--- config.mk ---
export PLATFORM = sky130hd
export DESIGN_NAME = kid_fifo
export DESIGN_NICKNAME = d
export VERILOG_FILES = /design/src/design/assert_macros.svh /design/src/design/kid_pkg.sv /design/src/design/kid_fifo.sv
export SDC_FILE = /design/constraint.sdc
export NUM_CORES = 1
export LEC_CHECK = 0
export BUFFER_PORTS_ARGS = -buffer_cell sky130_fd_sc_hd__buf_2
export CAP_MARGIN = 20
export CORE_MARGIN = 5
export CORE_UTILIZATION = 25
export CTS_CLUSTER_DIAMETER = 60
export DETAILED_ROUTE_END_ITERATION = 10
export GPL_ROUTABILITY_DRIVEN = 0
export PLACE_DENSITY = 0.47
export SLEW_MARGIN = 20
export SYNTH_ARGS = -nofsm -noshare
export SYNTH_HDL_FRONTEND = slang
export SYNTH_SLANG_ARGS = --single-unit
--- constraint.sdc ---
create_clock -name clk -period 3.2 [get_ports clk]
set_clock_uncertainty 0.1 [all_clocks]
set_input_delay 0.16 -clock clk [delete_from_list [all_inputs] [get_ports clk]]
set_output_delay 0.16 -clock clk [all_outputs]
set_load 0.05 [all_outputs]
--- src/design/assert_macros.svh ---
// ----------------------------------------------------------------------------
// assert_macros.svh - shared concurrent assertion macros
// Both macros sample on clk and are disabled while rst_n is low.
// ----------------------------------------------------------------------------
`ifndef ASSERT_MACROS_SVH
`define ASSERT_MACROS_SVH

// Same-cycle implication
`define ASSERT_IMPLY(label, ante, cons, msg) \
    label: assert property (@(posedge clk) disable iff (!rst_n) (ante) |-> (cons)) \
        else $error(msg);

// Next-cycle implication
`define ASSERT_NEXT(label, ante, cons, msg) \
    label: assert property (@(posedge clk) disable iff (!rst_n) (ante) |=> (cons)) \
        else $error(msg);

`endif

--- src/design/kid_pkg.sv ---
`timescale 1ns / 1ps
// ----------------------------------------------------------------------------
// kid_pkg - shared types and codes for the k-mer interval directory
// Status codes, action codes, register indexes and inter-module flag structs.
// ----------------------------------------------------------------------------
package kid_pkg;

    // Field widths fixed by the interface
    localparam int ACTION_W     = 2;
    localparam int SYMBOL_W     = 8;
    localparam int ROW_IN_W     = 32;
    localparam int STATUS_W     = 3;
    localparam int REC_COUNT_W  = 40;
    localparam int FILL_COUNT_W = 21;
    localparam int KLEN_W       = 4;
    localparam int BASE_W       = 8;
    localparam int CFG_IDX_W    = 2;
    localparam int CFG_DATA_W   = 32;

    // Command queue between front and back
    localparam int QUEUE_DEPTH  = 4;

    // Input actions
    localparam logic [ACTION_W-1:0] ACT_CLEAR  = 2'd0;
    localparam logic [ACTION_W-1:0] ACT_TEXT   = 2'd1;
    localparam logic [ACTION_W-1:0] ACT_QUERY  = 2'd2;
    localparam logic [ACTION_W-1:0] ACT_UNUSED = 2'd3;

    // Result status; also used as the command kind in the queue.
    // A lookup travels as STATUS_HIT and is resolved to hit or empty in the back.
    localparam logic [STATUS_W-1:0] STATUS_PENDING  = 3'd0;
    localparam logic [STATUS_W-1:0] STATUS_RECORDED = 3'd1;
    localparam logic [STATUS_W-1:0] STATUS_SKIPPED  = 3'd2;
    localparam logic [STATUS_W-1:0] STATUS_ROW_ERR  = 3'd3;
    localparam logic [STATUS_W-1:0] STATUS_HIT      = 3'd4;
    localparam logic [STATUS_W-1:0] STATUS_EMPTY    = 3'd5;
    localparam logic [STATUS_W-1:0] STATUS_NONE     = 3'd6;
    localparam logic [STATUS_W-1:0] STATUS_CLEARED  = 3'd7;

    // Configuration register indexes
    localparam logic [CFG_IDX_W-1:0] CFG_KMER_LENGTH  = 2'd0;
    localparam logic [CFG_IDX_W-1:0] CFG_SUFFIX_COUNT = 2'd1;
    localparam logic [CFG_IDX_W-1:0] CFG_BASE_A_CODE  = 2'd2;

    typedef struct packed {
        logic full;
        logic empty;
    } queue_flags_t;

    typedef struct packed {
        logic clearing;
    } back_flags_t;

endpackage

--- src/design/kid_fifo.sv ---
`timescale 1ns / 1ps
// ----------------------------------------------------------------------------
// kid_fifo - short command queue between front and back
// Register-based FIFO; head entry is always presented on rd_data.
// ----------------------------------------------------------------------------
module kid_fifo #(
    parameter int WIDTH = 8
) (
    input  logic                    clk,
    input  logic                    rst_n,
    input  logic                    push,
    input  logic [WIDTH-1:0]        wr_data,
    input  logic                    pop,
    output logic [WIDTH-1:0]        rd_data,
    output kid_pkg::queue_flags_t   flags
);
    import kid_pkg::*;

    localparam int PTR_W = $clog2(QUEUE_DEPTH);
    localparam int CNT_W = $clog2(QUEUE_DEPTH + 1);

    logic [WIDTH-1:0] slot_reg [QUEUE_DEPTH];
    logic [PTR_W-1:0] wr_ptr_reg, wr_ptr_next;
    logic [PTR_W-1:0] rd_ptr_reg, rd_ptr_next;
    logic [CNT_W-1:0] count_reg, count_next;
    logic             do_push;
    logic             do_pop;

    assign flags.full  = (count_reg == CNT_W'(QUEUE_DEPTH));
    assign flags.empty = (count_reg == '0);
    assign do_push     = push && !flags.full;
    assign do_pop      = pop && !flags.empty;
    assign rd_data     = slot_reg[rd_ptr_reg];

    // Pointer and occupancy update
    always_comb
    begin
        wr_ptr_next = wr_ptr_reg;
        rd_ptr_next = rd_ptr_reg;
        count_next  = count_reg;
        if (do_push)
        begin
            wr_ptr_next = (wr_ptr_reg == PTR_W'(QUEUE_DEPTH - 1)) ? '0 : wr_ptr_reg + 1'b1;
        end
        if (do_pop)
        begin
            rd_ptr_next = (rd_ptr_reg == PTR_W'(QUEUE_DEPTH - 1)) ? '0 : rd_ptr_reg + 1'b1;
        end
        if (do_push && !do_pop)
        begin
            count_next = count_reg + 1'b1;
        end
        else if (do_pop && !do_push)
        begin
            count_next = count_reg - 1'b1;
        end
    end

    always_ff @(posedge clk or negedge rst_n)
    begin
        if (!rst_n)
        begin
            wr_ptr_reg <= '0;
            rd_ptr_reg <= '0;
            count_reg  <= '0;
        end
        else
        begin
            wr_ptr_reg <= wr_ptr_next;
            rd_ptr_reg <= rd_ptr_next;
            count_reg  <= count_next;
        end
    end

    // Payload slots
    always_ff @(posedge clk)
    begin
        if (do_push)
        begin
            slot_reg[wr_ptr_reg] <= wr_data;
        end
    end

endmodule

# After elaboration in Yosys (flattened, before gate mapping)
# Memories as Yosys holds them, arrays and structs flattened.
# Index checks and enable logic that the tools add are counted.
[totals]
reg_bits = 7
ram_bits = 32
input_bits = 12
out_inout_bits = 10
elab_cells = 27
memories = 1
[mem_list]
columns = ["name", "depth", "word_bits", "read_ports", "rd_clocked_by_memory_dff", "wr", "line", "source"]
rows = [
  ["slot_reg", 4, 8, 1, 0, 1, "kid_fifo.sv:22", "logic [WIDTH-1:0] slot_reg [QUEUE_DEPTH];"],
]
[op_classes]
addsub = 4
n_eq_ne = 3
muxes = 6
n_reduce_logical = 10
[ops]
columns = ["op", "count"]
rows = [
  ["3-bit two-way mux", 2],
  ["2-bit by 1-bit adder with 2-bit output, second input constant", 2],
  ["2-bit equality test, second input constant", 2],
  ["1-bit logical AND", 4],
  ["1-bit zero test", 4],
  ["2-bit two-way mux", 2],
  ["3-bit by 1-bit adder with 3-bit output, second input constant", 1],
  ["3-bit equality test, second input constant", 1],
  ["3-bit zero test", 1],
  ["3-bit by 1-bit subtractor with 3-bit output, second input constant", 1],
  ["1-bit two-way mux", 2],
  ["2-bit nonzero test", 1],
]

# Longest topological paths before layout
[depth]
word_depth = 7
depth_mapped = 9
ltp_nobuf = 8

# Worst setup path before layout
# OpenSTA, ideal clock, no wires.
[synth_path]
path_kind = "flip-flop to flip-flop"
from = "register count_reg[0]"
to = "register count_reg[2]"
setup_ns = 0.079
arrival_ns = 2.912
setup_slack_ns = 0.109
stages_incl_launch_ff = 9
n_path_buf = 0
synth_period_minus_slack_ns = 3.091
cell_sequence = "dfrtp_1 -> nor3_1 -> nand2b_4 -> ha_1 -> inv_1 -> fa_1 -> xor2_1 -> nor2_1 -> xor2_1"
[synth_lines]
columns = ["item", "line", "source"]
rows = [
  ["start: declaration", "kid_fifo.sv:25", "logic [CNT_W-1:0] count_reg, count_next;"],
  ["start signal: assignment", "kid_fifo.sv:71", "count_reg <= count_next;"],
]

# Final worst setup path
[layout_path]
from = "register count_reg[2]"
to = "register count_reg[2]"
[layout_between]
elab_chain_len = 6
word_cells_on_any_way = 15
classes_between = "add/sub: 2; eq/ne: 1; mux: 2; reduce/logical: 10"
[layout_lines]
columns = ["item"]
rows = [
  ["parallel branches: the longest is 6 deep, another holds 3-bit by 1-bit subtractor with 3-bit output"],
]
# Several ways; the timed one is not identified. The select of a mux whose other input is x is not followed.
# A chain may end at the register's enable or synchronous reset.

==> results list <==
- The tree is rooted in a clkbuf_8.
* Gr usage total: 7.19%
- Among cell families on the critical path, the largest total delay comes from adder cells.
- RSZ-0062 raised after global routing: no
- Once detail routing completed, the nets flagged for antenna violations numbered 0.
- The flow ran to the end, and the final reports show no timing, DRC or antenna violations.
* Number of setup buffers added after CTS: 0
* Crit path max fanout: 7
* Number of flops mapped to enable cells by yosys: 32
- CTS tree: built
- In this run the power density over the cells is 987 nW/um^2.
* H-tree levels: 2
* Pin count of the biggest net entering global routing: 14
- Top post-synthesis cells by count: edfxtp_1, mux4_2, dfrtp_1, ha_1, and2_2
- The worst-case IR drop observed on VDD is 0.386 mV.
* Wirelength, routed: 2.65 mm
* Met2 usage: 11.3%
- The average instance in the mapped netlist occupies 20.5 um^2.
- RR Startpoint: count_reg[2]$_DFFE_PN0P_
- Static timing analysis puts the maximum clock frequency at 463 MHz.
- Most repeated cell in the gate-level netlist after synthesis: edfxtp_1
* Number of antenna violations at the first check in global routing: 0
- The tree built by TritonCTS fans out to 39 sinks.
* RR Endpoint: count_reg[2]$_DFFE_PN0P_
* Slew at the pin with the worst max-slew slack: 0.656 ns
- Classification of the worst setup path: reg2reg
* CP max stage cell: dfrtp_1
* Boundary pin count: 22
- In this run the core area contains 29 standard-cell rows.
- Total chip power: 1.98 mW
* Share of synthesized area occupied by flip-flops and latches: 70.1%
- After Yosys synthesis, and, or, nand and nor cells account for 5.41% of the synthesized area.
* Proportion of netlist area held by the largest area contributor: 59.3%
* Synth Net Count: 98
- Max-slew violation count: 0
- Detailed routing inserted a total of 788 vias.
- The cell that appears most often on the critical path is xor2_1.
* Placed cell areas: 1800 um^2
- Total non-filler cell area in the finished layout: 2000 um^2
- The filler cells instantiated in the layout total 621.
- Post-route fraction of the period consumed by the critical path: 67.6%
* Total congestion overflow after global routing: 0
- Together, buffers and inverters on the worst path number 1.
- Quantity of I/O buffers inserted on ports: 21
- Across all register-to-register paths, the minimum setup slack is 1.04 ns.
- Ys async rst share: 17.9%
- Summed over all cells, the static leakage comes to 0.749 nW.
- Measured in cells, the most critical reg-to-reg path has a length of 8.
- Placeable core region: 6310 um^2
- Post-detailed-route wirelength per cell: 13.9 um
- Traced cell by cell, the critical path runs through nor3b_4 -> nor2b_2 -> ha_1 -> inv_1 -> fa_1 -> xor2_1 -> nor2_1 -> xor2_1.
* Share of post-route cells with drive strength above 1: 43.0%
- Final Critical Period: 2.16 ns
* Global-route track usage on met1: 8.58%
- After synthesis, the cell types taking the most area are edfxtp_1, mux4_2, dfrtp_1, ha_1, mux2_2.
* CP required: 3.30 ns
- Utilization after layout: 31.7%
- The area growth from synthesis to layout is 23.7%.
- Fin. Hold Viols: 0
- Setup violations remaining at the end of the flow were counted as 0.
- After detailed routing, the number of remaining DRC violations is 0.
- Total number of nets in the final design: 132
- The register with the most flip-flops in the layout has 32 of them.
* Combinational family with the most area after synthesis: multiplexers
- Number of antenna diodes: 0
* Compound-Gate Fraction of Synth Area: 0%
* Synth unique cells: 19
* Die area: 8190 um^2
* Clock latency on the worst-skew pair: 0.28 ns
- The most used flip-flop cell after synthesis is edfxtp_1.
* Critical path startpoint category: register
- Of all cell types, the one taking the most synthesized area is edfxtp_1.
- Setup total negative slack on the finished layout was measured at 0 ns.
- The min-delay analysis places its worst path in the category in2async.
- Summed over all nets, the half-perimeter wirelength after detailed placement is 1.89 mm.
* Initial Utilization: 25.7%
* Gate count after technology mapping: 79
- Critical path arrival: 2.26 ns
* Top Usage Layer GRT: met2
- Xor and xnor fraction of the mapped netlist area: 1.62%
- STA classifies the critical path endpoint as a register.
- First-pass GRT wire length: 4.59 mm
- Measured along the y axis, the die boundary spans 90.5 um.
- # Max-Cap Violations: 0
- Post-synthesis instance area: 1620 um^2
- Number of standard cells in the final layout excluding fillers: 191
* Slew HR: 56.3%
- Placed Instances: 174
- Fraction of the mapped netlist area in adder cells: 5.87%
* Mux cell area share after synthesis: 15.1%
* Total iterations of the first detailed-routing run: 2
* Buffer levels on the longest clock path: 2
- After clock tree synthesis, the clock-pin slew on the worst setup and hold paths is 0.08 ns.
- The via count of the first global-routing pass came to 915.
- Using the TritonRoute via totals, the vias-per-cell ratio works out to 4.13.
- Measured along the x axis, the die boundary spans 90.5 um.
* Number of violations reported at the end of detailed-routing iteration 0: 29
- The largest single stage delay on the critical path is 0.41 ns.
- Total clock buffers created by CTS: 5
- Flip-flop and latch count after synthesis: 39
* Met3 usage: 3.33%
* Number of warning messages in the yosys log: 0
per-stage QoR:
step                hold slack, ns  setup slack (ns)
detailed placement         -0.0914              1.04
floorplan                   -0.236             0.109
global placement           -0.0969              1.14
finish                       0.128              1.04
CTS                          0.125              1.01
global route                 0.131             0.835
power breakdown:
| part | internal (mW) | switching, mW | total, mW |
|---|---|---|---|
| logic | 0.304 | 0.465 | 0.769 |
| registers | 0.687 | 0.128 | 0.815 |
| clock network | 0.232 | 0.163 | 0.395 |
| total | 1.22 | 0.756 | 1.98 |
what timing repair did:
action,in CTS,in global routing
hold buffers,9,0
resized for setup,0,0
endpoints found under the hold margin,38,0
worst reg2reg max path, cell delays in order, from the launching register on:
cell and delay (ns):
dfrtp_1 0.41, nor3b_4 0.17, nor2b_2 0.31, ha_1 0.26, inv_1 0.06, fa_1 0.37
xor2_1 0.15, nor2_1 0.11, xor2_1 0.16
cell type report:
type                       instances  area (um^2)  area share (%)
clock buffer                       5         68.8            3.43
multi-input combinational         34          453            22.6
sequential                        39         1140            56.7
tap                               77         96.3            4.81
clock inverter                     3         43.8            2.18
inverter                           3         11.3           0.562
timing repair buffer              30          195            9.74
how the worst max path moves through the flow:
| stage | from | end | cells past startpoint |
|---|---|---|---|
| 6_report | count_reg[2]$_DFFE_PN0P_ | count_reg[2]$_DFFE_PN0P_ | 8 |
| 5_1_grt | count_reg[0]$_DFFE_PN0P_ | count_reg[2]$_DFFE_PN0P_ | 8 |
| 4_1_cts | rd_ptr_reg[0]$_DFFE_PN0P_ | rd_data[1] | 2 |
| 3_5_place_dp | count_reg[2]$_DFFE_PN0P_ | count_reg[2]$_DFFE_PN0P_ | 8 |
| 3_3_place_gp | count_reg[0]$_DFFE_PN0P_ | count_reg[2]$_DFFE_PN0P_ | 8 |
| 2_1_floorplan | count_reg[0]$_DFFE_PN0P_ | count_reg[2]$_DFFE_PN0P_ | 8 |
per-layer routing:
layer | wire (um) | part of all wire (%)
met1 | 1090 | 41
met2 | 1320 | 50
met3 | 188 | 7.1
met4 | 52 | 2.0
met5 | 0 | 0
logic make-up after synthesis:
logic type / after synthesis
DFF: 39
muxes: 13
and+or+nand+nor: 11
adders and majority gates: 7
buffers and inverters: 6
xor gates and xnor gates: 3
layout by cell type, fill, tap and decap left out, drive strengths merged, types with 3 or more instances in the layout:
cell type,n
clkbuf,5
buf,21
edfxtp,32
inv,3
mux4,8
and2,4
mux2,5
nor2,3
ha,6
dlygate4sd3,9
dfrtp,7
Power figures use the tool's default switching activity.
