### src/design/assert_macros.svh
// ----------------------------------------------------------------------------
// assert_macros.svh - shared concurrent assertion macros
// Both macros sample on clk and are disabled while rst_n is low.
// ----------------------------------------------------------------------------
`ifndef ASSERT_MACROS_SVH
`define ASSERT_MACROS_SVH

// Same-cycle implication
`define ASSERT_IMPLY(label, ante, cons, msg) \
    label: assert property (@(posedge clk) disable iff (!rst_n) (ante) |-> (cons)) \
        else $error(msg);

// Next-cycle implication
`define ASSERT_NEXT(label, ante, cons, msg) \
    label: assert property (@(posedge clk) disable iff (!rst_n) (ante) |=> (cons)) \
        else $error(msg);

`endif

### src/design/kid_pkg.sv
`timescale 1ns / 1ps
// ----------------------------------------------------------------------------
// kid_pkg - shared types and codes for the k-mer interval directory
// Status codes, action codes, register indexes and inter-module flag structs.
// ----------------------------------------------------------------------------
package kid_pkg;

    // Field widths fixed by the interface
    localparam int ACTION_W     = 2;
    localparam int SYMBOL_W     = 8;
    localparam int ROW_IN_W     = 32;
    localparam int STATUS_W     = 3;
    localparam int REC_COUNT_W  = 40;
    localparam int FILL_COUNT_W = 21;
    localparam int KLEN_W       = 4;
    localparam int BASE_W       = 8;
    localparam int CFG_IDX_W    = 2;
    localparam int CFG_DATA_W   = 32;

    // Command queue between front and back
    localparam int QUEUE_DEPTH  = 4;

    // Input actions
    localparam logic [ACTION_W-1:0] ACT_CLEAR  = 2'd0;
    localparam logic [ACTION_W-1:0] ACT_TEXT   = 2'd1;
    localparam logic [ACTION_W-1:0] ACT_QUERY  = 2'd2;
    localparam logic [ACTION_W-1:0] ACT_UNUSED = 2'd3;

    // Result status; also used as the command kind in the queue.
    // A lookup travels as STATUS_HIT and is resolved to hit or empty in the back.
    localparam logic [STATUS_W-1:0] STATUS_PENDING  = 3'd0;
    localparam logic [STATUS_W-1:0] STATUS_RECORDED = 3'd1;
    localparam logic [STATUS_W-1:0] STATUS_SKIPPED  = 3'd2;
    localparam logic [STATUS_W-1:0] STATUS_ROW_ERR  = 3'd3;
    localparam logic [STATUS_W-1:0] STATUS_HIT      = 3'd4;
    localparam logic [STATUS_W-1:0] STATUS_EMPTY    = 3'd5;
    localparam logic [STATUS_W-1:0] STATUS_NONE     = 3'd6;
    localparam logic [STATUS_W-1:0] STATUS_CLEARED  = 3'd7;

    // Configuration register indexes
    localparam logic [CFG_IDX_W-1:0] CFG_KMER_LENGTH  = 2'd0;
    localparam logic [CFG_IDX_W-1:0] CFG_SUFFIX_COUNT = 2'd1;
    localparam logic [CFG_IDX_W-1:0] CFG_BASE_A_CODE  = 2'd2;

    typedef struct packed {
        logic full;
        logic empty;
    } queue_flags_t;

    typedef struct packed {
        logic clearing;
    } back_flags_t;

endpackage

### src/design/kid_front.sv
`timescale 1ns / 1ps
// ----------------------------------------------------------------------------
// kid_front - input classifier for the k-mer interval directory
// Holds the configuration registers and the rolling text and query keys,
// classifies each transaction and queues a command for the back end.
// ----------------------------------------------------------------------------
module kid_front #(
    parameter int MAX_K = 10
) (
    input  logic                                    clk,
    input  logic                                    rst_n,
    input  logic                                    cfg_we,
    input  logic [kid_pkg::CFG_IDX_W-1:0]           cfg_index,
    input  logic [kid_pkg::CFG_DATA_W-1:0]          cfg_wdata,
    input  logic                                    in_valid,
    output logic                                    in_ready,
    input  logic [kid_pkg::ACTION_W-1:0]            action,
    input  logic [kid_pkg::SYMBOL_W-1:0]            symbol,
    input  logic                                    contig_start,
    input  logic [kid_pkg::ROW_IN_W-1:0]            suffix_row,
    input  logic                                    query_last,
    input  kid_pkg::queue_flags_t                   q_flags,
    input  kid_pkg::back_flags_t                    b_flags,
    output logic                                    cmd_push,
    output logic [kid_pkg::STATUS_W+2*MAX_K+kid_pkg::ROW_IN_W-1:0] cmd_data
);
    import kid_pkg::*;

    localparam int KEY_W = 2 * MAX_K;

    // Configuration registers
    logic [KLEN_W-1:0]   kmer_length_reg;
    logic [ROW_IN_W-1:0] suffix_count_reg;
    logic [BASE_W-1:0]   base_a_code_reg;

    // Rolling text and query state
    logic [KEY_W-1:0]  rolling_key_reg, rolling_key_next;
    logic [KLEN_W-1:0] window_fill_reg, window_fill_next;
    logic [KEY_W-1:0]  query_key_reg, query_key_next;
    logic [KLEN_W-1:0] query_fill_reg, query_fill_next;
    logic              query_bad_reg, query_bad_next;

    logic              accept;
    logic [KLEN_W-1:0] k_act;
    logic [KEY_W-1:0]  kmask;
    logic              canonical;
    logic [1:0]        sym_val;
    logic [SYMBOL_W-1:0] sym_off;
    logic [KEY_W-1:0]  key_base;
    logic [KLEN_W-1:0] fill_base;
    logic [STATUS_W-1:0] cmd_kind;
    logic [KEY_W-1:0]  cmd_key;

    assign in_ready = !q_flags.full && !b_flags.clearing;
    assign accept   = in_valid && in_ready;
    assign cmd_push = accept;
    assign cmd_data = {cmd_kind, cmd_key, suffix_row};

    // Active k: out-of-range lengths act as no index
    assign k_act = (kmer_length_reg > KLEN_W'(MAX_K)) ? '0 : kmer_length_reg;

    always_comb
    begin
        for (int i = 0; i < KEY_W; i++)
        begin
            kmask[i] = (5'(i) < {k_act, 1'b0});
        end
    end

    // Symbol decode: A..A+3 map to 0..3
    assign canonical = ({1'b0, symbol} >= {1'b0, base_a_code_reg})
                    && ({1'b0, symbol} <= ({1'b0, base_a_code_reg} + 9'd3));
    assign sym_off   = symbol - base_a_code_reg;
    assign sym_val   = sym_off[1:0];

    assign key_base  = contig_start ? '0 : rolling_key_reg;
    assign fill_base = contig_start ? '0 : window_fill_reg;

    // Classification and next rolling state
    always_comb
    begin
        rolling_key_next = rolling_key_reg;
        window_fill_next = window_fill_reg;
        query_key_next   = query_key_reg;
        query_fill_next  = query_fill_reg;
        query_bad_next   = query_bad_reg;
        cmd_kind         = STATUS_PENDING;
        cmd_key          = rolling_key_reg;
        unique case (action)
            ACT_CLEAR:
            begin
                rolling_key_next = '0;
                window_fill_next = '0;
                query_key_next   = '0;
                query_fill_next  = '0;
                query_bad_next   = 1'b0;
                cmd_kind         = STATUS_CLEARED;
            end
            ACT_TEXT:
            begin
                if (!canonical)
                begin
                    rolling_key_next = '0;
                    window_fill_next = '0;
                    cmd_kind         = STATUS_SKIPPED;
                end
                else
                begin
                    rolling_key_next = KEY_W'({key_base, sym_val}) & kmask;
                    window_fill_next = (fill_base < k_act) ? fill_base + 1'b1 : fill_base;
                    priority if (k_act == '0)
                    begin
                        cmd_kind = STATUS_SKIPPED;
                    end
                    else if (window_fill_next < k_act)
                    begin
                        cmd_kind = STATUS_PENDING;
                    end
                    else if (suffix_row >= suffix_count_reg)
                    begin
                        cmd_kind = STATUS_ROW_ERR;
                    end
                    else
                    begin
                        cmd_kind = STATUS_RECORDED;
                    end
                end
                cmd_key = rolling_key_next;
            end
            ACT_QUERY:
            begin
                if (query_fill_reg < k_act)
                begin
                    if (!canonical)
                    begin
                        query_bad_next = 1'b1;
                    end
                    else
                    begin
                        query_key_next = KEY_W'({query_key_reg, sym_val});
                    end
                    query_fill_next = query_fill_reg + 1'b1;
                end
                cmd_key = query_key_next;
                if (query_last)
                begin
                    if (k_act == '0 || query_fill_next < k_act || query_bad_next)
                    begin
                        cmd_kind = STATUS_NONE;
                    end
                    else
                    begin
                        cmd_kind = STATUS_HIT;
                    end
                    query_key_next  = '0;
                    query_fill_next = '0;
                    query_bad_next  = 1'b0;
                end
            end
            ACT_UNUSED:
            begin
                cmd_kind = STATUS_PENDING;
            end
        endcase
    end

    // Configuration writes
    always_ff @(posedge clk or negedge rst_n)
    begin
        if (!rst_n)
        begin
            kmer_length_reg  <= '0;
            suffix_count_reg <= ROW_IN_W'(1);
            base_a_code_reg  <= '0;
        end
        else if (cfg_we)
        begin
            unique case (cfg_index)
                CFG_KMER_LENGTH:  kmer_length_reg  <= cfg_wdata[KLEN_W-1:0];
                CFG_SUFFIX_COUNT: suffix_count_reg <= cfg_wdata[ROW_IN_W-1:0];
                CFG_BASE_A_CODE:  base_a_code_reg  <= cfg_wdata[BASE_W-1:0];
                default:          ;
            endcase
        end
    end

    // Rolling state
    always_ff @(posedge clk or negedge rst_n)
    begin
        if (!rst_n)
        begin
            rolling_key_reg <= '0;
            window_fill_reg <= '0;
            query_key_reg   <= '0;
            query_fill_reg  <= '0;
            query_bad_reg   <= 1'b0;
        end
        else if (accept)
        begin
            rolling_key_reg <= rolling_key_next;
            window_fill_reg <= window_fill_next;
            query_key_reg   <= query_key_next;
            query_fill_reg  <= query_fill_next;
            query_bad_reg   <= query_bad_next;
        end
    end

endmodule

### config.mk
export PLATFORM = sky130hd
export DESIGN_NAME = kid_front
export DESIGN_NICKNAME = d
export VERILOG_FILES = /design/src/design/assert_macros.svh /design/src/design/kid_pkg.sv /design/src/design/kid_front.sv
export SDC_FILE = /design/constraint.sdc
export NUM_CORES = 1
export LEC_CHECK = 0
export BUFFER_PORTS_ARGS = -buffer_cell sky130_fd_sc_hd__buf_2
export CELL_PAD_IN_SITES_DETAIL_PLACEMENT = 0
export CELL_PAD_IN_SITES_GLOBAL_PLACEMENT = 1
export CORE_ASPECT_RATIO = 0.7
export CORE_MARGIN = 3
export CORE_UTILIZATION = 38
export DETAILED_ROUTE_END_ITERATION = 8
export PLACE_DENSITY_LB_ADDON = 0.3
export SYNTH_ARGS = -nofsm -noshare
export SYNTH_HDL_FRONTEND = slang
export SYNTH_SLANG_ARGS = --single-unit
### constraint.sdc
create_clock -name clk -period 3.9 [get_ports clk]
set_clock_uncertainty 0.15 [all_clocks]
set_input_delay 0.78 -clock clk [delete_from_list [all_inputs] [get_ports clk]]
set_output_delay 0.78 -clock clk [all_outputs]
set_load 0.01 [all_outputs]
## Word level (Yosys, flattened, before mapping)

Cells that the tools add are included.

| word-level totals | value |
|---|---|
| register bits | 93 |
| input port bits | 85 |
| output and inout port bits | 57 |
| word-level logic and storage cells | 92 |

| operators by class | value |
|---|---|
| $add $sub $neg | 4 |
| $lt $le $gt $ge | 28 |
| eq/ne operators | 5 |
| multiplexer cells | 29 |
| bitwise gates (word level) | 1 |
| reduce and logical (&&, ||, !) cells | 17 |

Operators with widths:

| kind | count |
|---|---|
| 20-bit case mux with 2 select lines | 3 |
| 20-bit two-way mux | 4 |
| 4-bit by 5-bit less-than comparator with 1-bit output (first input constant) | 8 |
| 32-bit >= comparator | 1 |
| 4-bit two-way mux | 7 |
| 20-bit bitwise AND | 1 |
| 3-bit by 5-bit less-than comparator with 1-bit output (first input constant) | 4 |
| 5-bit less-than comparator (first input constant) | 4 |
| 18-bit two-way mux | 1 |
| 4-bit less-than comparator | 4 |
| 4-bit case mux with 2 select lines | 2 |
| 3-bit case mux with 4 select lines | 1 |
| 1-bit by 5-bit less-than comparator with 1-bit output (first input constant) | 2 |
| 2-bit by 5-bit less-than comparator with 1-bit output (first input constant) | 2 |
| 2-bit two-way mux | 5 |
| 2-bit AND reduction | 5 |
| 8-bit by 2-bit adder with 9-bit output (second input constant) | 1 |
| 8-bit by 9-bit less-or-equal comparator with 1-bit output | 1 |
| 4-bit by 1-bit adder with 4-bit output (second input constant) | 2 |
| 8-bit >= comparator | 1 |
| 2-bit equality test (second input constant) | 3 |
| 2-bit by 1-bit equality test with 1-bit output (second input constant) | 2 |
| 4-bit greater-than comparator (second input constant) | 1 |
| 2-bit logical NOT | 2 |
| other kinds (9) | 17 |

## Depth between registers and ports, before layout

Gate-level depths: netlist of the first run.

| logic depth | value |
|---|---|
| word-level depth | 11 |
| mapped depth | 15 |

## Worst setup path before layout of the first run

No wires, ideal clock.

| timing path | value |
|---|---|
| path type | register to output |
| start | register kmer_length_reg[0] |
| end | output cmd_data[52] (netlist bit) |
| data arrival time | 3,190 ps |
| required time | 2,970 ps |
| setup slack | -220 ps |
| stages on the path, launching flop included | 11 |
| path buffers | 1 |
| path through | dfrtp_1 buf_2 a21oi_1 nand2_1 ha_1 o41ai_2 mux2_2 ha_1 or4_1 a31o_2 a21o_1 |

| between the ends | value |
|---|---|
| cells in the longest elaborated chain, start to end | 9 |

Ends and longest elaborated chain:

| what | line | text |
|---|---|---|
| start: declaration | kid_front.sv:32 | `logic [KLEN_W-1:0] kmer_length_reg;` |
| start signal: assignment | kid_front.sv:179 | `CFG_KMER_LENGTH: kmer_length_reg <= cfg_wdata[KLEN_W-1:0];` |
| 4-bit greater-than comparator | kid_front.sv:60 | `assign k_act = (kmer_length_reg > KLEN_W'(MAX_K)) ? '0 : kmer_length_reg;` |
| 4-bit two-way mux * | kid_front.sv:60 |  |
| 4-bit less-than comparator | kid_front.sv:110 | `window_fill_next = (fill_base < k_act) ? fill_base + 1'b1 : fill_base;` |
| 4-bit two-way mux | kid_front.sv:110 |  |
| 4-bit less-than comparator | kid_front.sv:115 | `else if (window_fill_next < k_act)` |
| 2-bit two-way mux | kid_front.sv:115 |  |
| 2-bit two-way mux * | kid_front.sv:111 | `priority if (k_act == '0)` |
| 2-bit two-way mux * | kid_front.sv:101 | `if (!canonical)` |
| 3-bit case mux with 4 select lines * | kid_front.sv:89 | `unique case (action)` |
| end: declaration | kid_front.sv:25 | `output logic [kid_pkg::STATUS_W+2*MAX_K+kid_pkg::ROW_IN_W-1:0] cmd_data` |

Mark *: on every way between the ends. The rest lies on a longest branch, timed or not.

## Worst setup path after layout of the first run

| timing path | value |
|---|---|
| start | register base_a_code_reg[1] |
| end | output cmd_data[37] (netlist bit) |

| between the ends | value |
|---|---|
| cells in the longest elaborated chain, start to end | 6 |

Ends and longest elaborated chain:

| what | line | text |
|---|---|---|
| start: declaration | kid_front.sv:34 | `logic [BASE_W-1:0] base_a_code_reg;` |
| start signal: assignment | kid_front.sv:181 | `CFG_BASE_A_CODE: base_a_code_reg <= cfg_wdata[BASE_W-1:0];` |
| 8-bit by 2-bit adder with 9-bit output | kid_front.sv:72 | `&& ({1'b0, symbol} <= ({1'b0, base_a_code_reg} + 9'd3));` |
| 8-bit by 9-bit less-or-equal comparator with 1-bit output | kid_front.sv:72 |  |
| 1-bit logical AND * | kid_front.sv:72 |  |
| 20-bit two-way mux | kid_front.sv:134 | `if (!canonical)` |
| 20-bit two-way mux | kid_front.sv:132 | `if (query_fill_reg < k_act)` |
| 20-bit case mux with 2 select lines * | kid_front.sv:89 |  |

Marks and branches as above.

==> summary.md, run 1 <==
| Metric | Value |
|---|---|
| # hold bufs at CTS | `0` |
| CTS Root Cell | `clkbuf_16` |
| IO Port Bufs | `140` |
| Yosys cell types | `61` |
| Status | `finished with violations` |
| Final slew viol count | `0` |
| Htree depth | `3` |
| Seq/Total Area, Yosys | `36.3%` |
| Worst-Margin Slew | `0.793 ns` |
| Via density | `5.13` |
| Min-delay worst type | `flop to flop` |
| Max reg flops | `32` |
| Remaining DRCs | `0` |
| Commonest non-fill, non-tap cell in the layout | `buf_2` |
| Failing checks | `setup timing` |
| CTS buffer count | `9` |
| Fin nets | `996` |
| Worst-Skew Late Latency | `0.36 ns` |
| Initial antenna violation count | `0` |
| Seq cells post-synth | `93` |
| Top_reg_cell synth | `dfrtp_1` |
| Syn-to-layout area delta | `32.7%` |
| Final instance count without filler cells | `1,075` |
| Antenna diode count | `0` |
| Wire length per cell | `16.2 um` |
| Area occupied by multi-input gates | `3920 um^2` |
| CTS tree | `done` |
| Iteration-0 DRC Markers | `249` |
| WP data arrival | `3.47 ns` |
| VDD IR-drop max | `213 uV` |
| Total chip power | `3.33 mW` |
| Yosys warnings | `0` |
| Antenna viol nets, final | `0` |
| Mapped Cells | `660` |
| RSZ-0062 raised after global routing | `yes` |
| Setup crit start | `base_a_code_reg[1]` |
| Startpoint Class | `flop` |
| Fin crit share | `113%` |
| Max-cap violation count | `0` |
| Total negative slack | `-9.29 ns` |
| Post-synth EDFFs | `0` |
| Hold Startpoint | `rolling_key_reg[18]` |
| Endpoint class of the critical path | `output port` |
| Min setup slack post-route | `-0.502 ns` |
| Fill count | `1,538` |
| Die X | `161 um` |
| Worst endpoint required time | `2.97 ns` |
| Final hold viol count | `0` |
| Leak Pwr | `3.99 nW` |
| GR Overflow Total | `0` |
| Util after Layout | `51.9%` |
| Critical path class | `flop to output port` |
| Post-DP HPWL | `13.3 mm` |
| P per Cell Area | `392 nW/um^2` |
| DR pass1 iterations | `4` |
| Cells after DPL | `1,030` |
| Clock sink count | `93` |
| Syn avg cell area | `9.71 um^2` |
| Setup Viol. Count Final | `22` |
| Vias in the first global route | `5,458` |
| Fraction of layout cells with a size suffix above 1 | `44.1%` |
| Synthesized area | `6410 um^2` |
| Die area | `18,500 um^2` |
| Clock period minus worst slack | `4.40 ns` |
| Initial core utilization | `39.1%` |
| Routed vias | `5,510` |
| Commonest non-fill, non-tap cells in the layout | `136 x buf_2, 90 x dfrtp_1, 84 x buf_4` |
| Pin count of the biggest net entering global routing | `59` |
| First-pass GRT wire length | `27.8 mm` |
| Storage cell area | `2330 um^2` |
| Ys async rst share | `100%` |
| Slew headroom | `47.1%` |
| Core ar. | `16,400 um^2` |
| Global placer's final weighted congestion | `0.818` |
| Crit-path max FO | `7` |
| Max Fclk | `227 MHz` |
| Final WL | `17.4 mm` |
| Worst flop-to-flop path startpoint | `base_a_code_reg[1]` |
| Row count | `39` |
| Die height | `115 um` |
| Number of I/O pins | `142` |
| CTS Buffer Depth | `2` |
| Gr usage total | `18.9%` |
| Syn Nets | `811` |
| CTS clk-pin slew, worst paths | `0.07 ns` |
| Post-Place Setup Slack | `-0.377 ns` |
## worst max-delay path: stages, from the launching register on
cell	delay, ns
dfrtp_1	0.36
inv_2	0.06
ha_4	0.15
and3b_2	0.28
nand3_4	0.09
xnor2_2	0.15
ha_4	0.17
or4_4	0.49
a211oi_4	0.22
o22a_2	0.24
and2_4	0.23
buf_12	0.14
mux2i_1	0.20
o221ai_1	0.15
buf_2	0.18
## cells in the mapped netlist (3+ instances only)
master,number,area [um^2]
and2_1,4,25.0
nor3_1,11,55.1
nand4_1,8,50.1
a21o_1,3,22.5
a211oi_1,3,22.5
a31oi_1,7,43.8
buf_4,32,240
clkbuf_1,12,45.0
mux2i_1,6,60.1
buf_2,7,35.0
buf_1,3,11.3
a41oi_2,9,146
o21a_1,4,30.0
nand2_1,62,233
inv_1,56,210
xor2_1,3,26.3
a21oi_1,24,120
xnor2_1,8,70.1
nand3_2,3,30.0
nand3_1,27,135
o221ai_1,9,78.8
a22o_1,27,236
ha_1,65,813
mux2_2,49,552
nor2b_1,8,50.1
nand3b_1,4,30.0
dfrtp_1,92,2300
o21ai_0,41,205
nor2_1,31,116
nand2b_1,4,25.0
## per-layer routing
metal	GRT usage (%)	up-vias	part of all wire, %
met5	0	-	0
met4	4.99	0	1.2
met3	3.72	14	4.6
met2	30.4	107	46
met1	26.2	2682	48
li1	-	2707	-
## power breakdown
group | switching (mW) | internal [mW] | leakage [nW]
registers | 0.0756 | 1.06 | 1.20
logic | 0.655 | 0.679 | 2.65
clock network | 0.389 | 0.470 | 0.139
## final timing paths
check | slack, ns | end | cells past startpoint
worst max register to register | 0.41 | query_key_reg[3] | 15
max in group asynchronous | 2.39 | suffix_count_reg[0] | 2
min in group asynchronous | 0.35 | query_key_reg[12] | 1
worst min-delay path | 0.33 | rolling_key_reg[18] | 2
worst min register to register | 0.33 | rolling_key_reg[18] | 2
worst max-delay path | -0.50 | cmd_data[37] | 14
## cell families (layout without fill, tap and decap cells)
| group | Yosys count | in the layout | synth area share [%] |
|---|---|---|---|
| buffers and inverters | 114 | 304 | 9.22 |
| muxes | 55 | 55 | 9.55 |
| DFF | 93 | 93 | 36.3 |
| adders and majority gates | 66 | 66 | 13.0 |
| xor gates and xnor gates | 11 | 11 | 1.50 |
| and+or+nand+nor | 177 | 177 | 13.6 |
| AOI/OAI and AO/OA | 144 | 144 | 16.8 |
## timing repair
item,CTS,global route
gates cloned,0,0
pin swaps,28,25
buffers inserted,21,9
setup endpoints to repair,22,22
resized for setup,48,29
## area by class of cell
cell class / count / area share, %
clock buffer: 12 / 3.02
clock inverter: 4 / 0.353
inverter: 56 / 2.47
multi-input combinational: 453 / 46.1
sequential: 93 / 27.4
tap: 225 / 3.31
timing repair buffer: 232 / 17.3
## per-stage QoR
| stage | hold slack (ns) | instance area [um^2] |
|---|---|---|
| final | 0.332 | 8500 |
| after global routing | 0.371 | 8500 |
| after CTS | 0.341 | 8280 |
| after detailed placement | 0.326 | 7610 |
| after global placement | 0.317 | 7610 |
| after floorplan | 0.301 | 6490 |
(Power assumes the default switching activity.)
==> inputs of run 2 (changes only) <==
--- a/config.mk
+++ b/config.mk
@@ -10,7 +10,7 @@
 export CELL_PAD_IN_SITES_GLOBAL_PLACEMENT = 1
 export CORE_ASPECT_RATIO = 0.7
 export CORE_MARGIN = 3
-export CORE_UTILIZATION = 38
+export CORE_UTILIZATION = 40
 export DETAILED_ROUTE_END_ITERATION = 8
 export PLACE_DENSITY_LB_ADDON = 0.3
 export SYNTH_ARGS = -nofsm -noshare
==> constraint.sdc (replaced) <==
create_clock -name clk -period 4.73 [get_ports clk]
set_clock_uncertainty 0.15 [all_clocks]
set_input_delay 0.946 -clock clk [delete_from_list [all_inputs] [get_ports clk]]
set_output_delay 0.946 -clock clk [all_outputs]
set_load 0.01 [all_outputs]
==> run 2 against run 1 <==
Compared with the run above: the run now ends clean; core utilization is 1.1 points lower; first-iteration DRC count is 7.6% higher; sequential cell count stayed put; clock power is 15% lower; critical path depth is 1 lower; critical path type unchanged; critical endpoint is now cmd_data[40].
==> summary.md, run 2 (synthesis results as in run 1) <==
| Metric | Value |
|---|---|
| Status | `finished clean` |
| Leak Pwr | `3.73 nW` |
| CTS tree | `done` |
| CTS clk-pin slew, worst paths | `0.07 ns` |
| Global placer's final weighted congestion | `0.818` |
| Clock period minus worst slack | `4.65 ns` |
| Tightest hold margin | `0.336 ns` |
| Crit-path max FO | `7` |
| Row count | `38` |
| Slew headroom | `33.1%` |
| Routed vias | `5,426` |
| Worst-Margin Slew | `1.00 ns` |
| Antenna diode count | `0` |
| Max reg flops | `32` |
| Remaining DRCs | `0` |
| P_int | `1.75 mW` |
| Antenna viol nets, final | `0` |
| First-pass GRT wire length | `27.4 mm` |
| Post-DP HPWL | `13.2 mm` |
| Final slew viol count | `0` |
| Commonest non-fill, non-tap cell in the layout | `buf_2` |
| Via density | `5.41` |
| Worst endpoint required time | `3.63 ns` |
| Final WL | `17.5 mm` |
| Die height | `112 um` |
| RSZ-0062 raised after global routing | `yes` |
| Final hold viol count | `0` |
| IO Port Bufs | `140` |
| Htree depth | `3` |
| Storage cell area | `2330 um^2` |
| CTS Root Cell | `clkbuf_16` |
| Gr usage total | `19.7%` |
| Wire length per cell | `17.4 um` |
| WP data arrival | `3.56 ns` |
| Syn-to-layout area delta | `23.5%` |
| Fin crit share | `98.3%` |
| Setup Viol. Count Final | `0` |
| GR Overflow Total | `0` |
| Worst-Skew Late Latency | `0.35 ns` |
| P per Cell Area | `334 nW/um^2` |
| Critical path class | `flop to output port` |
| Pin count of the biggest net entering global routing | `65` |
| Fill count | `1,463` |
| Min-delay worst type | `flop to flop` |
| Area occupied by multi-input gates | `3770 um^2` |
| Clock group share of total power | `27.8%` |
| Number of I/O pins | `142` |
| Max-cap violation count | `0` |
| DR pass1 iterations | `4` |
| Max Fclk | `215 MHz` |
| Register share of total power | `35.7%` |
| Clock sink count | `93` |
| Vias in the first global route | `5,383` |
| VDD IR-drop max | `190 uV` |
| Switching power share of the total | `34.0%` |
| Initial core utilization | `41.1%` |
| Commonest non-fill, non-tap cells in the layout | `139 x buf_2, 89 x dfrtp_1, 59 x nand2_1, 59 x ha_1, 53 x inv_1` |
| Fin nets | `949` |
| Die area | `17,600 um^2` |
| CTS Buffer Depth | `2` |
| Iteration-0 DRC Markers | `268` |
| Fraction of layout cells with a size suffix above 1 | `39.4%` |
| Die X | `157 um` |
| Initial antenna violation count | `0` |
| Core ar. | `15,600 um^2` |
| Endpoint class of the critical path | `output port` |
| Sw Pwr | `0.899 mW` |
| CTS buffer count | `9` |
| Combinational share of power | `36.5%` |
| Total negative slack | `0 ns` |
| Startpoint Class | `flop` |
==> run 2: final timing paths <==
check	startpoint	end	slack, ns	depth (start not counted)
max	base_a_code_reg[0]	cmd_data[40]	0.08	13
min	rolling_key_reg[19]	rolling_key_reg[19]	0.34	2
max reg2reg	base_a_code_reg[0]	query_key_reg[4]	1.26	14
min reg2reg	rolling_key_reg[19]	rolling_key_reg[19]	0.34	2
max in group asynchronous	rst_n	window_fill_reg[0]	2.91	2
min in group asynchronous	rst_n	rolling_key_reg[14]	0.54	1
==> run 2: what timing repair did <==
action,CTS,global route
setup endpoints to repair,19,22
resized for setup,16,45
hold buffers,0,0
setup buffers,3,16
gates cloned,1,0
pin swaps,5,22
==> run 2: power by group through the flow <==
stage	logic [mW]	registers, mW	clock network, mW
finish	0.967	0.945	0.734
global route	1.07	0.958	0.794
CTS	0.860	0.940	0.755
detailed placement	0.817	0.953	0
global placement	0.788	0.949	0
floorplan	0.577	0.932	0
==> run 2: worst max-delay path, stage by stage, from the launching register on <==
cell,delay (ns)
dfrtp_1,0.36
inv_2,0.06
ha_4,0.16
and3b_2,0.28
nand3_4,0.10
xnor2_2,0.16
ha_2,0.20
or4_4,0.49
a211oi_2,0.21
o22a_2,0.24
and2_4,0.25
mux2_4,0.32
a31oi_2,0.19
buf_2,0.15
==> run 2: area by class of cell <==
class / count / share of cell area [%]
multi-input cells: 454 / 47.6
clock inverters: 7 / 0.933
repair buffers: 184 / 13.3
clock buffers: 9 / 2.85
inverters: 56 / 2.69
flip-flops and latches: 93 / 29.5
well taps: 200 / 3.16
==> run 2: metrics by stage <==
step	worst slack [ns]	util [%]	power, mW	instances	cell area, um^2
2_1_floorplan	0.444	-	1.51	660	6410
3_3_place_gp	0.0218	46.0	1.74	967	7180
3_5_place_dp	-0.0332	46.0	1.77	967	7180
4_1_cts	0.00359	48.5	2.56	987	7560
5_1_grt	-0.0716	50.7	2.82	1003	7910
6_report	0.0783	50.7	2.65	1003	7910
==> run 2: per-layer routing <==
layer / global-route usage (%) / routed length [um] / up-vias
li1: - / - / 2606
met1: 28.1 / 8390 / 2665
met2: 30.4 / 8070 / 136
met3: 4.08 / 768 / 19
met4: 5.32 / 268 / 0
met5: 0 / 0 / -
==> inputs of run 3 (changes only) <==
--- a/config.mk
+++ b/config.mk
@@ -5,6 +5,7 @@
 export SDC_FILE = /design/constraint.sdc
 export NUM_CORES = 1
 export LEC_CHECK = 0
+export ABC_AREA = 1
 export BUFFER_PORTS_ARGS = -buffer_cell sky130_fd_sc_hd__buf_2
 export CELL_PAD_IN_SITES_DETAIL_PLACEMENT = 0
 export CELL_PAD_IN_SITES_GLOBAL_PLACEMENT = 1
==> run 3 against run 2 <==
Compared with the run above: sequential power fell by 1%; first-iteration DRC count is 42% higher; power decreased by 1.1%; maximum frequency grew 4.8%; core utilization shrank 3.1 points; sequential cell count stayed put; synthesized cell count grew 41%; global-route usage decreased by 1.1 points; clock-buffer cell count did not move; worst setup slack gained 0.21 ns; critical path type unchanged.
==> summary.md, run 3 <==
| Metric | Value |
|---|---|
| Status | `finished clean` |
| Worst endpoint required time | `3.63 ns` |
| Core ar. | `16,500 um^2` |
| Ys async rst share | `100%` |
| Worst-Skew Late Latency | `0.34 ns` |
| Initial antenna violation count | `0` |
| Startpoint Class | `flop` |
| DR pass1 iterations | `5` |
| Worst path slowest cell | `dfrtp_1` |
| Row count | `39` |
| Number of I/O pins | `142` |
| Hold Startpoint | `query_key_reg[11]` |
| Max reg flops | `32` |
| CTS Root Cell | `clkbuf_16` |
| Clock sink count | `93` |
| GR Overflow Total | `0` |
| Syn-to-layout area delta | `15.5%` |
| Vias in the first global route | `5,363` |
| Leak Pwr | `4.29 nW` |
| IO Port Bufs | `140` |
| Seq/Total Area, Yosys | `34.2%` |
| Synthesized area | `6800 um^2` |
| Slew headroom | `49.1%` |
| End of the worst hold path | `query_key_reg[11]` |
| Max Fclk | `225 MHz` |
| Switching power share of the total | `37.2%` |
| P_int | `1.64 mW` |
| Remaining DRCs | `0` |
| Top-count cell post-synth | `nand2_1` |
| Mapped Cells | `932` |
| CTS buffer count | `9` |
| Htree depth | `3` |
| P per Cell Area | `333 nW/um^2` |
| Critical path class | `flop to output port` |
| Antenna diode count | `0` |
| Fill count | `1,750` |
| Util after Layout | `47.6%` |
| Post-DP HPWL | `13.1 mm` |
| Worst flop-to-flop path startpoint | `base_a_code_reg[1]` |
| Final slew viol count | `0` |
| Clock period minus worst slack | `4.44 ns` |
| Worst-path cell chain | `inv_1 -> ha_1 -> inv_1 -> nand3_2 -> nor2_4 -> nand2_1 -> xor2_1 -> ha_1 -> a21o_1 -> nand3_1 -> nand2_1 -> nor2_1 -> nand2_1 -> nand2_4 -> nand3_2 -> buf_12 -> nand2_1 -> nand3_1 -> a21oi_2 -> buf_2` |
| Delay-heaviest family, CP | `simple AND/OR/NAND/NOR gates` |
| Min-delay worst type | `flop to flop` |
| Setup Viol. Count Final | `0` |
| Endpoint class of the critical path | `output port` |
| Fin nets | `1,189` |
| Routed vias | `5,848` |
| Clock group share of total power | `28.9%` |
| Commonest non-fill, non-tap cells in the layout | `212 x nand2_1, 172 x inv_1, 139 x buf_2` |
| CP max stage delay | `0.37 ns` |
| Fraction of layout cells with a size suffix above 1 | `20.5%` |
| VDD IR-drop max | `170 uV` |
| R2R Setup Slk | `1.62 ns` |
| Iteration-0 DRC Markers | `381` |
| WP data arrival | `3.34 ns` |
| Final WL | `16.9 mm` |
| Antenna viol nets, final | `0` |
| Total chip power | `2.62 mW` |
| Final hold viol count | `0` |
| Wire length per cell | `13.3 um` |
| Register share of total power | `35.6%` |
| Worst-Margin Slew | `0.762 ns` |
| Top_reg_cell synth | `dfrtp_1` |
| Hold depth | `2` |
| CTS tree | `done` |
| Die height | `115 um` |
| Final Cell Area | `7850 um^2` |
| Crit-path max FO | `20` |
| Post-synth EDFFs | `0` |
| Pin count of the biggest net entering global routing | `65` |
| Syn avg cell area | `7.30 um^2` |
| Reg2Reg Depth | `19` |
| Via density | `4.61` |
| Yosys cell types | `43` |
| Placed Area | `7480 um^2` |
| Die X | `162 um` |
| Total negative slack | `0 ns` |
| Fin crit share | `93.8%` |
| Global placer's final weighted congestion | `0.842` |
| Top cells by count, synth | `212 x nand2_1, 173 x inv_1, 92 x dfrtp_1` |
| Synth top area cells | `dfrtp_1 34%, ha_1 12%, nand2_1 12%` |
| Initial core utilization | `41.2%` |
| CTS Buffer Depth | `2` |
| Most used cell along the critical path | `nand2_1` |
| Sw Pwr | `0.973 mW` |
| Syn Nets | `1,083` |
| Critical R2R Capture | `query_key_reg[8]` |
| Min setup slack post-route | `0.291 ns` |
| Yosys warnings | `0` |
| CTS clk-pin slew, worst paths | `0.07 ns` |
| Synth area leader | `dfrtp_1` |
| Post-synth top area share | `33.8%` |
| WP buf/inv | `4` |
| Commonest non-fill, non-tap cell in the layout | `nand2_1` |
| Die area | `18,600 um^2` |
| Post-Place Setup Slack | `0.340 ns` |
| Max-cap violation count | `0` |
| First-pass GRT wire length | `27.8 mm` |
| Seq cells post-synth | `93` |
| Combinational share of power | `35.5%` |
| Gr usage total | `18.6%` |
==> run 3: changes by cell type in the layout (fill, tap and decap cells not counted), moves of 7 or more <==
cell     previous run  this run
a21oi_1            19        57
mux2_2             45         0
buf_4              43        13
nand2_1            59       212
nand2_2             2         9
a41oi_2             9         0
xor2_1              3        10
nor2_1             30        84
inv_1              53       172
o21ai_1             0        20
nand3_2             3        13
a22o_1             27         0
==> run 3: kinds of logic (layout without fill, tap and decap cells) <==
| family | count (synthesis) | in the layout | share of synthesized area, % |
|---|---|---|---|
| muxes | 5 | 5 | 0.736 |
| AOI/OAI and AO/OA | 153 | 153 | 12.5 |
| adders and majority gates | 66 | 66 | 12.3 |
| DFF | 93 | 93 | 34.2 |
| buffers and inverters | 234 | 345 | 15.4 |
| xor gates and xnor gates | 10 | 10 | 1.29 |
| and+or+nand+nor | 371 | 371 | 23.6 |
==> run 3: final cells by class <==
class | instances | area (um^2) | area share [%]
clock buffer | 9 | 225 | 2.87
clock inverter | 7 | 81.3 | 1.04
inverter | 176 | 668 | 8.51
multi-input combinational | 605 | 3450 | 44.0
sequential | 93 | 2330 | 29.7
tap | 225 | 282 | 3.59
timing repair buffer | 153 | 813 | 10.4
==> run 3: worst max path at each step <==
stage                  startpoint      endpoint  slack, ns  cells past startpoint
6_report       base_a_code_reg[1]  cmd_data[47]       0.29                     20
5_1_grt        base_a_code_reg[0]  cmd_data[47]     -0.006                     20
4_1_cts        base_a_code_reg[0]  cmd_data[38]       0.21                     20
3_5_place_dp         contig_start  cmd_data[53]       0.34                     22
3_3_place_gp         contig_start  cmd_data[53]       0.35                     22
2_1_floorplan        contig_start  cmd_data[53]       0.84                     20
==> run 3: metal layers <==
layer / global-route usage (%) / wire, um
met3: 3.64 / 792
met5: 0 / 0
met2: 26.0 / 6720
met4: 3.35 / 114
met1: 29.5 / 9260
==> run 3: timing repair <==
| action | 4_1_cts | 5_1_grt |
|---|---|---|
| setup buffers | 0 | 4 |
| gates resized for setup | 0 | 10 |
| hold buffers | 0 | 0 |
| endpoints found under the setup margin | 0 | 21 |
==> run 3: power groups by stage <==
stage	registers (mW)	clock network (mW)	logic [mW]
4_1_cts	0.932	0.784	0.909
5_1_grt	0.943	0.818	1.08
6_report	0.931	0.757	0.928
3_3_place_gp	0.945	0	0.894
3_5_place_dp	0.947	0	0.903
2_1_floorplan	0.935	0	0.679
==> run 3: worst reg2reg max path, cell delays in order (launching register included) <==
cell and delay [ns]:
dfrtp_1 0.37, inv_1 0.11, ha_1 0.22, inv_1 0.07, nand3_2 0.10, nor2_4 0.13
nand2_1 0.08, xor2_1 0.15, ha_1 0.31, a21o_1 0.19, nand3_1 0.07, nand2_1 0.05
nor2_1 0.09, nand2_1 0.09, nand2_4 0.12, nand3_2 0.13, inv_4 0.24, nand2_1 0.14
nand3_2 0.10, o21ai_1 0.07
==> run 3: through the flow <==
step                instances  hold slack [ns]
finish                   1268            0.333
global route             1268            0.365
CTS                      1264            0.336
detailed placement       1248            0.320
global placement         1248            0.316
floorplan                 932            0.303
